==> config.mk <==
export PLATFORM = sky130hd
export DESIGN_NAME = spanning_tree_config_bpdu_engine
export DESIGN_NICKNAME = d
export VERILOG_FILES = /design/src/rtl/stcb_pkg.sv /design/src/rtl/spanning_tree_config_bpdu_engine.sv /design/src/rtl/stcb_vec_store.sv
export SDC_FILE = /design/constraint.sdc
export NUM_CORES = 2
export LEC_CHECK = 0
export BUFFER_PORTS_ARGS = -buffer_cell sky130_fd_sc_hd__buf_2
export CAP_MARGIN = 10
export CORE_AREA = 2 2 333 581
export CTS_CLUSTER_DIAMETER = 80
export DETAILED_ROUTE_END_ITERATION = 8
export DIE_AREA = 0 0 335 583
export PLACE_DENSITY_LB_ADDON = 0.12
export SLEW_MARGIN = 20
export SYNTH_ARGS = -nofsm -noshare
export SYNTH_HDL_FRONTEND = slang
export SYNTH_SLANG_ARGS = --single-unit
==> constraint.sdc <==
create_clock -name clk -period 14 [get_ports clk]
set_input_delay 2.1 -clock clk [delete_from_list [all_inputs] [get_ports clk]]
set_output_delay 2.1 -clock clk [all_outputs]
set_load 0.01 [all_outputs]
==> src/rtl/stcb_pkg.sv <==
// Shared types, constants and helpers for the spanning-tree configuration engine.
// No dependencies.
`default_nettype none
package stcb_pkg;

	localparam int STCB_NUM_PORTS = 8;

	localparam logic [63:0] RST_BRIDGE_ID = 64'd0;
	localparam logic [3:0]  RST_PORTS     = 4'd8;
	localparam logic [7:0]  RST_PRIO      = 8'd128;
	localparam logic [15:0] RST_LINK_COST = 16'd1;

	localparam logic [1:0] REG_BRIDGE_ID = 2'd0;
	localparam logic [1:0] REG_PORTS     = 2'd1;
	localparam logic [1:0] REG_PRIO      = 2'd2;
	localparam logic [1:0] REG_LINK_COST = 2'd3;

	localparam logic OP_RX_CONFIG = 1'b0;
	localparam logic OP_HELLO     = 1'b1;

	typedef struct packed {
		logic        operation;
		logic [2:0]  rx_port;
		logic [63:0] rx_root_id;
		logic [31:0] rx_root_cost;
		logic [63:0] rx_bridge_id;
		logic [15:0] rx_port_id;
	} in_item_t;

	typedef struct packed {
		logic [2:0]  tx_port;
		logic [63:0] tx_root_id;
		logic [31:0] tx_root_cost;
		logic [15:0] tx_port_id;
		logic        is_root_bridge;
		logic        last;
	} out_item_t;

	// field order makes a plain unsigned compare lexicographic
	typedef struct packed {
		logic [63:0] root;
		logic [31:0] cost;
		logic [63:0] bridge;
		logic [15:0] ident;
	} vec_t;

	function automatic logic [15:0] own_ident(input logic [7:0] prio, input logic [7:0] idx);
		return {prio, 8'h00} + {8'h00, 8'(idx + 8'd1)};
	endfunction

	function automatic logic vec_less(input vec_t a, input vec_t b);
		return a < b;
	endfunction

endpackage
`default_nettype wire

==> src/rtl/spanning_tree_config_bpdu_engine.sv <==
// Spanning-tree configuration engine. Hello tick: one send pass over the N active ports.
// Received config not better than the port's vector: compare, then at most one reply; better:
// root selection pass, refresh pass and send pass over the ports, each reading a port's vector
// from the registered vector RAM before evaluating it. One item at a time; output stall extends it.
// Reset and any register write restore every port vector to its own-bridge value.
`default_nettype none
module spanning_tree_config_bpdu_engine import stcb_pkg::*; #(
	parameter int NUM_PORTS = STCB_NUM_PORTS
) (
	input  wire logic        clk,
	input  wire logic        arst_n,
	input  wire logic        in_valid,
	output logic             in_stall,
	input  wire in_item_t    in_data,
	output logic             out_valid,
	input  wire logic        out_stall,
	output out_item_t        out_data,
	input  wire logic        psel,
	input  wire logic        penable,
	input  wire logic        pwrite,
	input  wire logic [4:0]  paddr,
	input  wire logic [63:0] pwdata,
	output logic [63:0]      prdata,
	output logic             pready
);
	localparam int IW = $clog2(NUM_PORTS);
	localparam int CW = $clog2(NUM_PORTS + 1);

	typedef enum logic [9:0] {
		S_IDLE   = 10'b0000000001,
		S_CMP    = 10'b0000000010,
		S_SEL_RD = 10'b0000000100,
		S_SEL_EV = 10'b0000001000,
		S_SEL_FN = 10'b0000010000,
		S_REF_RD = 10'b0000100000,
		S_REF_EV = 10'b0001000000,
		S_SND_RD = 10'b0010000000,
		S_SND_EV = 10'b0100000000,
		S_FLUSH  = 10'b1000000000
	} state_t;

	state_t state_q;

	logic [63:0] bid_q;
	logic [3:0]  pu_q;
	logic [7:0]  prio_q;
	logic [15:0] lcost_q;

	logic [63:0] cur_root_q;
	logic [31:0] cur_cost_q;
	logic [IW-1:0] rp_idx_q;
	logic        rpv_q;

	in_item_t    rx_q;
	logic [CW-1:0] i_q;
	vec_t        best_q;
	logic [IW-1:0] best_idx_q;
	logic        found_q;
	out_item_t   pend_q;
	logic        pend_v_q;
	logic        ov_q;
	out_item_t   od_q;

	logic cfg_wr;
	assign cfg_wr = psel && penable && pwrite;
	assign pready = 1'b1;

	always_comb begin
		unique case (paddr[4:3])
			REG_BRIDGE_ID: prdata = bid_q;
			REG_PORTS:     prdata = {60'd0, pu_q};
			REG_PRIO:      prdata = {56'd0, prio_q};
			REG_LINK_COST: prdata = {48'd0, lcost_q};
			default:       prdata = '0;
		endcase
	end

	logic [CW-1:0] np;
	always_comb begin
		if (pu_q == 4'd0)
			np = CW'(1);
		else if (32'(pu_q) > NUM_PORTS)
			np = CW'(NUM_PORTS);
		else
			np = CW'(pu_q);
	end

	// vector store
	logic          we;
	logic [IW-1:0] waddr;
	vec_t          wdata;
	logic [IW-1:0] raddr;
	vec_t          ent;
	logic [IW-1:0] idx;

	assign idx = i_q[IW-1:0];

	stcb_vec_store #(.NUM_PORTS(NUM_PORTS)) u_store (
		.clk(clk), .arst_n(arst_n), .clear(cfg_wr), .we(we), .waddr(waddr),
		.wdata(wdata), .raddr(raddr), .bridge_id(bid_q), .prio(prio_q), .rdata(ent)
	);

	logic [IW-1:0] rx_idx_in, rx_idx;
	assign rx_idx_in = IW'(in_data.rx_port);
	assign rx_idx    = IW'(rx_q.rx_port);
	assign raddr = (state_q == S_IDLE) ? rx_idx_in : idx;

	logic [15:0] own_i;
	logic        des_i;
	logic        emit_ok;
	vec_t        rx_vec;
	vec_t        cur_vec;
	logic        ref_skip;
	logic        rx_better;
	logic        in_acc;
	logic        out_free;
	logic        last_i;
	logic [32:0] cost_sum;

	assign own_i    = own_ident(prio_q, 8'(idx));
	assign des_i    = (ent.bridge == bid_q) && (ent.ident == own_i);
	assign emit_ok  = (cur_root_q == bid_q) || rpv_q;
	assign rx_vec   = '{root: rx_q.rx_root_id, cost: rx_q.rx_root_cost,
		bridge: rx_q.rx_bridge_id, ident: rx_q.rx_port_id};
	assign cur_vec  = '{root: cur_root_q, cost: cur_cost_q, bridge: bid_q, ident: own_i};
	assign ref_skip = rpv_q && (idx == rp_idx_q);
	assign rx_better = vec_less(rx_vec, ent);
	assign in_acc   = in_valid && !in_stall;
	assign out_free = !ov_q || !out_stall;
	assign last_i   = (i_q + CW'(1)) == np;
	assign cost_sum = {1'b0, best_q.cost} + {17'd0, lcost_q};

	assign in_stall = (state_q != S_IDLE);

	function automatic out_item_t mk_item(input logic [IW-1:0] p, input logic [63:0] root,
			input logic [31:0] cost, input logic [7:0] prio, input logic isroot);
		return '{tx_port: 3'(p), tx_root_id: root, tx_root_cost: cost,
			tx_port_id: own_ident(prio, 8'(p)), is_root_bridge: isroot, last: 1'b0};
	endfunction

	// store writes
	always_comb begin
		we = 1'b0;
		waddr = idx;
		wdata = ent;
		if (state_q == S_CMP) begin
			waddr = rx_idx;
			wdata = rx_vec;
			we = rx_better;
		end else if (state_q == S_REF_EV && !ref_skip) begin
			if (des_i) begin
				we = 1'b1;
				wdata.root = cur_root_q;
				wdata.cost = cur_cost_q;
			end else if (vec_less(cur_vec, ent)) begin
				we = 1'b1;
				wdata = cur_vec;
			end
		end
	end

	// output push
	logic      push;
	out_item_t push_d;
	out_item_t new_item;
	assign new_item = mk_item(idx, cur_root_q, cur_cost_q, prio_q, cur_root_q == bid_q);

	always_comb begin
		push = 1'b0;
		push_d = pend_q;
		if (state_q == S_SND_EV && des_i && emit_ok && pend_v_q && out_free)
			push = 1'b1;
		if (state_q == S_FLUSH && pend_v_q && out_free) begin
			push = 1'b1;
			push_d.last = 1'b1;
		end
	end

	assign out_valid = ov_q;
	assign out_data  = od_q;

	always_ff @(posedge clk) begin
		if (in_acc)
			rx_q <= in_data;
		if (push)
			od_q <= push_d;
	end

	always_ff @(posedge clk or negedge arst_n) begin
		if (!arst_n) begin
			state_q    <= S_IDLE;
			bid_q      <= RST_BRIDGE_ID;
			pu_q       <= RST_PORTS;
			prio_q     <= RST_PRIO;
			lcost_q    <= RST_LINK_COST;
			cur_root_q <= RST_BRIDGE_ID;
			cur_cost_q <= '0;
			rp_idx_q   <= '0;
			rpv_q      <= 1'b0;
			i_q        <= '0;
			best_q     <= '0;
			best_idx_q <= '0;
			found_q    <= 1'b0;
			pend_q     <= '0;
			pend_v_q   <= 1'b0;
			ov_q       <= 1'b0;
		end else begin
			if (push)
				ov_q <= 1'b1;
			else if (!out_stall)
				ov_q <= 1'b0;

			if (cfg_wr) begin
				unique case (paddr[4:3])
					REG_BRIDGE_ID: bid_q   <= pwdata;
					REG_PORTS:     pu_q    <= pwdata[3:0];
					REG_PRIO:      prio_q  <= pwdata[7:0];
					REG_LINK_COST: lcost_q <= pwdata[15:0];
					default: ;
				endcase
				cur_root_q <= (paddr[4:3] == REG_BRIDGE_ID) ? pwdata : bid_q;
				cur_cost_q <= '0;
				rp_idx_q   <= '0;
				rpv_q      <= 1'b0;
			end

			unique case (state_q)
				S_IDLE: begin
					i_q <= '0;
					if (in_acc) begin
						if (in_data.operation == OP_HELLO)
							state_q <= S_SND_RD;
						else if (32'(in_data.rx_port) < 32'(np))
							state_q <= S_CMP;
					end
				end
				S_CMP: begin
					if (rx_better) begin
						found_q <= 1'b0;
						state_q <= S_SEL_RD;
					end else begin
						if (emit_ok) begin
							pend_q   <= mk_item(rx_idx, cur_root_q, cur_cost_q, prio_q,
								cur_root_q == bid_q);
							pend_v_q <= 1'b1;
						end
						state_q <= S_FLUSH;
					end
				end
				S_SEL_RD: state_q <= S_SEL_EV;
				S_SEL_EV: begin
					if (!des_i && (!found_q || vec_less(ent, best_q))) begin
						best_q     <= ent;
						best_idx_q <= idx;
						found_q    <= 1'b1;
					end
					i_q <= i_q + CW'(1);
					state_q <= last_i ? S_SEL_FN : S_SEL_RD;
				end
				S_SEL_FN: begin
					rpv_q <= found_q;
					if (found_q) begin
						rp_idx_q   <= best_idx_q;
						cur_root_q <= best_q.root;
						cur_cost_q <= cost_sum[32] ? 32'hFFFF_FFFF : cost_sum[31:0];
					end else begin
						rp_idx_q   <= '0;
						cur_root_q <= bid_q;
						cur_cost_q <= '0;
					end
					i_q <= '0;
					state_q <= S_REF_RD;
				end
				S_REF_RD: state_q <= S_REF_EV;
				S_REF_EV: begin
					if (last_i) begin
						i_q <= '0;
						state_q <= S_SND_RD;
					end else begin
						i_q <= i_q + CW'(1);
						state_q <= S_REF_RD;
					end
				end
				S_SND_RD: state_q <= S_SND_EV;
				S_SND_EV: begin
					// hold the previous item until we know whether it is the last
					if (!(des_i && emit_ok && pend_v_q && !out_free)) begin
						if (des_i && emit_ok) begin
							pend_q   <= new_item;
							pend_v_q <= 1'b1;
						end
						i_q <= i_q + CW'(1);
						state_q <= last_i ? S_FLUSH : S_SND_RD;
					end
				end
				S_FLUSH: begin
					if (!pend_v_q)
						state_q <= S_IDLE;
					else if (out_free) begin
						pend_v_q <= 1'b0;
						state_q  <= S_IDLE;
					end
				end
				default: state_q <= S_IDLE;
			endcase
		end
	end

endmodule
`default_nettype wire

==> src/rtl/stcb_vec_store.sv <==
// Per-port priority vector store: synchronous RAM with a registered read.
// Entries never written since the last clear read as their reset vector. Uses stcb_pkg.
`default_nettype none
module stcb_vec_store import stcb_pkg::*; #(
	parameter int NUM_PORTS = STCB_NUM_PORTS
) (
	input  wire logic                         clk,
	input  wire logic                         arst_n,
	input  wire logic                         clear,
	input  wire logic                         we,
	input  wire logic [$clog2(NUM_PORTS)-1:0] waddr,
	input  wire vec_t                         wdata,
	input  wire logic [$clog2(NUM_PORTS)-1:0] raddr,
	input  wire logic [63:0]                  bridge_id,
	input  wire logic [7:0]                   prio,
	output vec_t                              rdata
);
	localparam int IW = $clog2(NUM_PORTS);

	vec_t             mem [NUM_PORTS];
	logic [NUM_PORTS-1:0] vld_q;
	vec_t             rd_q;
	logic             rdv_q;
	logic [IW-1:0]    ra_q;

	always_ff @(posedge clk) begin
		if (we)
			mem[waddr] <= wdata;
		rd_q <= mem[raddr];
		ra_q <= raddr;
	end

	always_ff @(posedge clk or negedge arst_n) begin
		if (!arst_n) begin
			vld_q <= '0;
			rdv_q <= 1'b0;
		end else begin
			rdv_q <= vld_q[raddr] && !(clear);
			if (clear)
				vld_q <= '0;
			else if (we)
				vld_q[waddr] <= 1'b1;
		end
	end

	always_comb begin
		if (rdv_q)
			rdata = rd_q;
		else
			rdata = '{root: bridge_id, cost: 32'd0, bridge: bridge_id,
				ident: own_ident(prio, 8'(ra_q))};
	end

endmodule
`default_nettype wire

==> impl_results.md <==
- Status: finished clean
- Final TNS setup: 0 ns
- Met2 usage: 0.6215
- Worst-margin pin slew: roughly 1.3 ns
- MaxCap Viol Count: 0
- Post-synth cell types: 86
- Clk sink count: 2388
- Buffers on Ports: 431
- FFs w/ async S/R, synth: 0.2131
- Die Span X: 335 um
- CTS resizes: 0
- Synth Area in Compound Gates: 0.09604
- Psw: 11.41 mW
- Worst min path class: reg -> reg
- TritonCTS clock tree: done
- Yosys top cell area share: 0.4489
- Layout cell share with drive strength beyond 1: 0.1182
- Most common cell in the netlist: nand2_1
- Iteration-0 DRC Markers: 10810
- Total grt overflow: 0
- Area taken by flip-flops and latches: 67380 um2
- Most common flop cell mapped by yosys: edfxtp_1
- GRT busiest layer: met2
- Critical Path RT: 14.49 ns
- FILL cells: 14440
- Area Overhead vs Synth: 10.36%
- Final Wtd Congestion: 0.9776
- Leading area contributor after synthesis: edfxtp_1
- Die height: slightly below 600 um
- Crit path buf inv count: 6
- GRT met3 Usage: 0.08175
- Clk_lat worst skew: a little over 0.9 ns
- CP Max Fanout: 51
- Setup violations, final: 0
- Worst-path cell chain: buf_4, buf_4, nor2b_1, a21oi_1, ha_1, nand4_1, nor4_2, a221oi_1, o21ai_0, nor4bb_1, a221o_1, a32o_4, a2bb2oi_1, buf_4, nor2_4, buf_4, buf_4, buf_4
- Site Rows: between 200 and 250
- Cell leakage power: 50.01 nW
- Met1 usage: 0.4617
- WL/cell: 29.00 um
- Multi-input gate area: around 42000 um2
- Post-synthesis xor/xnor area fraction: 0.007515
- Vias in the first global route: around 85000
- Max-slew violation count: 0
- Worst rel slew slack: 0.1409
- Skew final: 0.06595 ns
- Synthesis-stage register bit count: roughly 2400
- VDD IR max: roughly 300 uV
- Clk pwr share: 0.229
- Worst path slowest cell: buf_4
- Top cells by count, synth: 2124 x nand2_1, 1700 x edfxtp_1, 1306 x nand3_1, 612 x o21ai_0, 571 x ha_1
- P_int: 16.04 mW
- Fmax: 105.2 MHz
- Cell Pwr Density: 218.7 nW/um2
- Final setup margin: 4.498 ns
- Share of power burned in registers: 0.367
- RSZ-0062 raised after global routing: no
- Cts bufs inserted: 217
- Core ar.: 190500 um2
- Simple-Gate Fraction of Synth Area: 0.1689
- Post-CTS setup repair buffer count: 0
- First-pass GRT wire length: 557400 um
- Setup CP Type: reg -> reg
- Post-synthesis mux area share: 0.03463
- All-layer global routing usage: 0.3911
- Final hold vios: 0
- Main combinational cell family by area after synthesis: simple AND/OR/NAND/NOR gates
- CP startpoint kind: register
- Reg clk slew, reported paths: ~0.060 ns
- Sequential area share after synthesis: 0.5925
- Cell area after synthesis: 113700 um2
- Yosys warnings: 0
- Syn Area/Cell: between 10 and 15 um2
- Initial antenna violation count: 29
- CTS H-tree lvls: 4
- Initial core utilization: 0.5970
- Pre-CTS setup slack: 4.985 ns
- Combinational power share: 0.404
- Root Buffer: clkbuf_16
- Post-layout min period: 9.502 ns
- Nets: 11550
- Post-route DRC: 0
- Pin count of the biggest net entering global routing: between 200 and 250
- Routed WL: a little under 400000 um
- Mapped Cells: 10540
- Die Area: slightly below 200000 um2
- Top cell by count, worst path: buf_4
- Worst setup EP type: register
- Via density: 6.600
- CP Data Arrival Time: about 10 ns
- Sw frac: 0.4157
- Antenna Violating Nets Remaining: 0
- Hold Buf Count CTS: 0
- DP Wirelength: 256000 um
- CP peak stage delay: 0.96 ns
- Vias: 88280
- I/O pin count: 440
- CP delay by family, top: buffers and inverters
- Synth top area cells: edfxtp_1 45%, dfrtp_1 11%, nand2_1 7.0%
- Drt first pass iters: 6
- Adder-cell share of the synthesized area: 0.06301
- Number of flops mapped to enable cells by yosys: 1700
- Final core occ: 0.6589
- Period utilization: 0.6787
- Clock buffer depth: 4
-- power groups by stage --
stage          registers, mW  logic (mW)  clock network, mW
3_3_place_gp            10.1        10.4                  0
5_1_grt                 10.1        12.0               6.58
4_1_cts                 10.0        10.8               6.32
2_1_floorplan           9.72        7.25                  0
3_5_place_dp            10.1        10.8                  0
6_report                10.1        11.1               6.29
-- sequential cells by signal, summed over array words and instances, names as in the netlist, 64 cells and up --
register and count:
out_data 113, u_store.mem 1408, cur_root_q 64, best_q 176
rx_q 176, bid_q 64, u_store.rd_q 176, pend_q 112
-- metal layers --
metal  up-vias  share of wire
met5         -        0.00030
met4        18          0.097
met3      1429           0.10
met2      5491           0.46
met1     42880           0.34
li1      38450              -
-- per-stage QoR --
| stage | cells | area [um2] | power, mW | hold slack [ns] |
|---|---|---|---|---|
| final | 13370 | 125500 | 27.44 | 0.4394 |
| after global routing | 13360 | 125500 | 28.70 | 0.4577 |
| after CTS | 13360 | 125400 | 27.16 | 0.4350 |
| after detailed placement | 12960 | 118000 | 20.90 | 0.4273 |
| after global placement | 12960 | 118000 | 20.56 | 0.4264 |
| after floorplan | 10540 | 113700 | 16.97 | 0.4194 |
-- final cells by class --
type                    count  share of cell area
clock inverters           120             0.01273
multi-input cells        7109              0.3371
repair buffers            628             0.03079
diodes                     14           0.0002792
inverters                 376             0.01141
well taps                2461             0.02454
clock buffers             278             0.04617
flip-flops and latches   2388              0.5369
-- path summary, 6_finish.rpt --
kind	from	end	slack, ns	cells after the start
worst max-delay path	u_store.rdv_q	u_store.mem[0][151]	4.50	18
worst min-delay path	pend_q[84]	out_data[84]	0.44	0
worst max register to register	u_store.rdv_q	u_store.mem[0][151]	4.50	18
worst min register to register	pend_q[84]	out_data[84]	0.44	0
max in group asynchronous	arst_n	pend_q[50]	10.49	3
min in group asynchronous	arst_n	best_q[104]	1.29	1
-- placed cells by master, fill, tap and decap left out, types with 37 or more instances in the layout --
cell	synthesis	layout
nand2_1	2124	2123
edfxtp_1	1700	1700
nand3_1	1306	1306
o21ai_0	612	609
ha_1	571	571
a21oi_1	525	524
dfrtp_1	505	503
buf_2	133	431
inv_1	374	373
mux2_2	243	243
clkbuf_16	0	221
nor2_1	191	180
buf_4	23	179
dfxtp_1	179	179
o211ai_1	149	149
a21o_1	147	147
nand4_1	135	135
nor3_1	127	126
xnor2_1	90	90
a31oi_1	88	88
mux2i_1	84	81
nor2b_1	78	76
or4_1	75	75
a21boi_0	69	69
nor4_1	61	61
o21ai_1	54	57
and2_1	56	55
o31ai_1	53	53
clkbuf_1	430	52
a311o_1	37	37
-- kinds of logic after synthesis --
logic type	count (synthesis)
AND/OR/NAND/NOR	4248
flip-flops	2388
AO/OA/AOI/OAI	1839
buffers and inverters	1043
adder cells (fa/ha/maj)	572
multiplexers	349
XOR/XNOR	96
other	2
(Power assumes the default switching activity.)
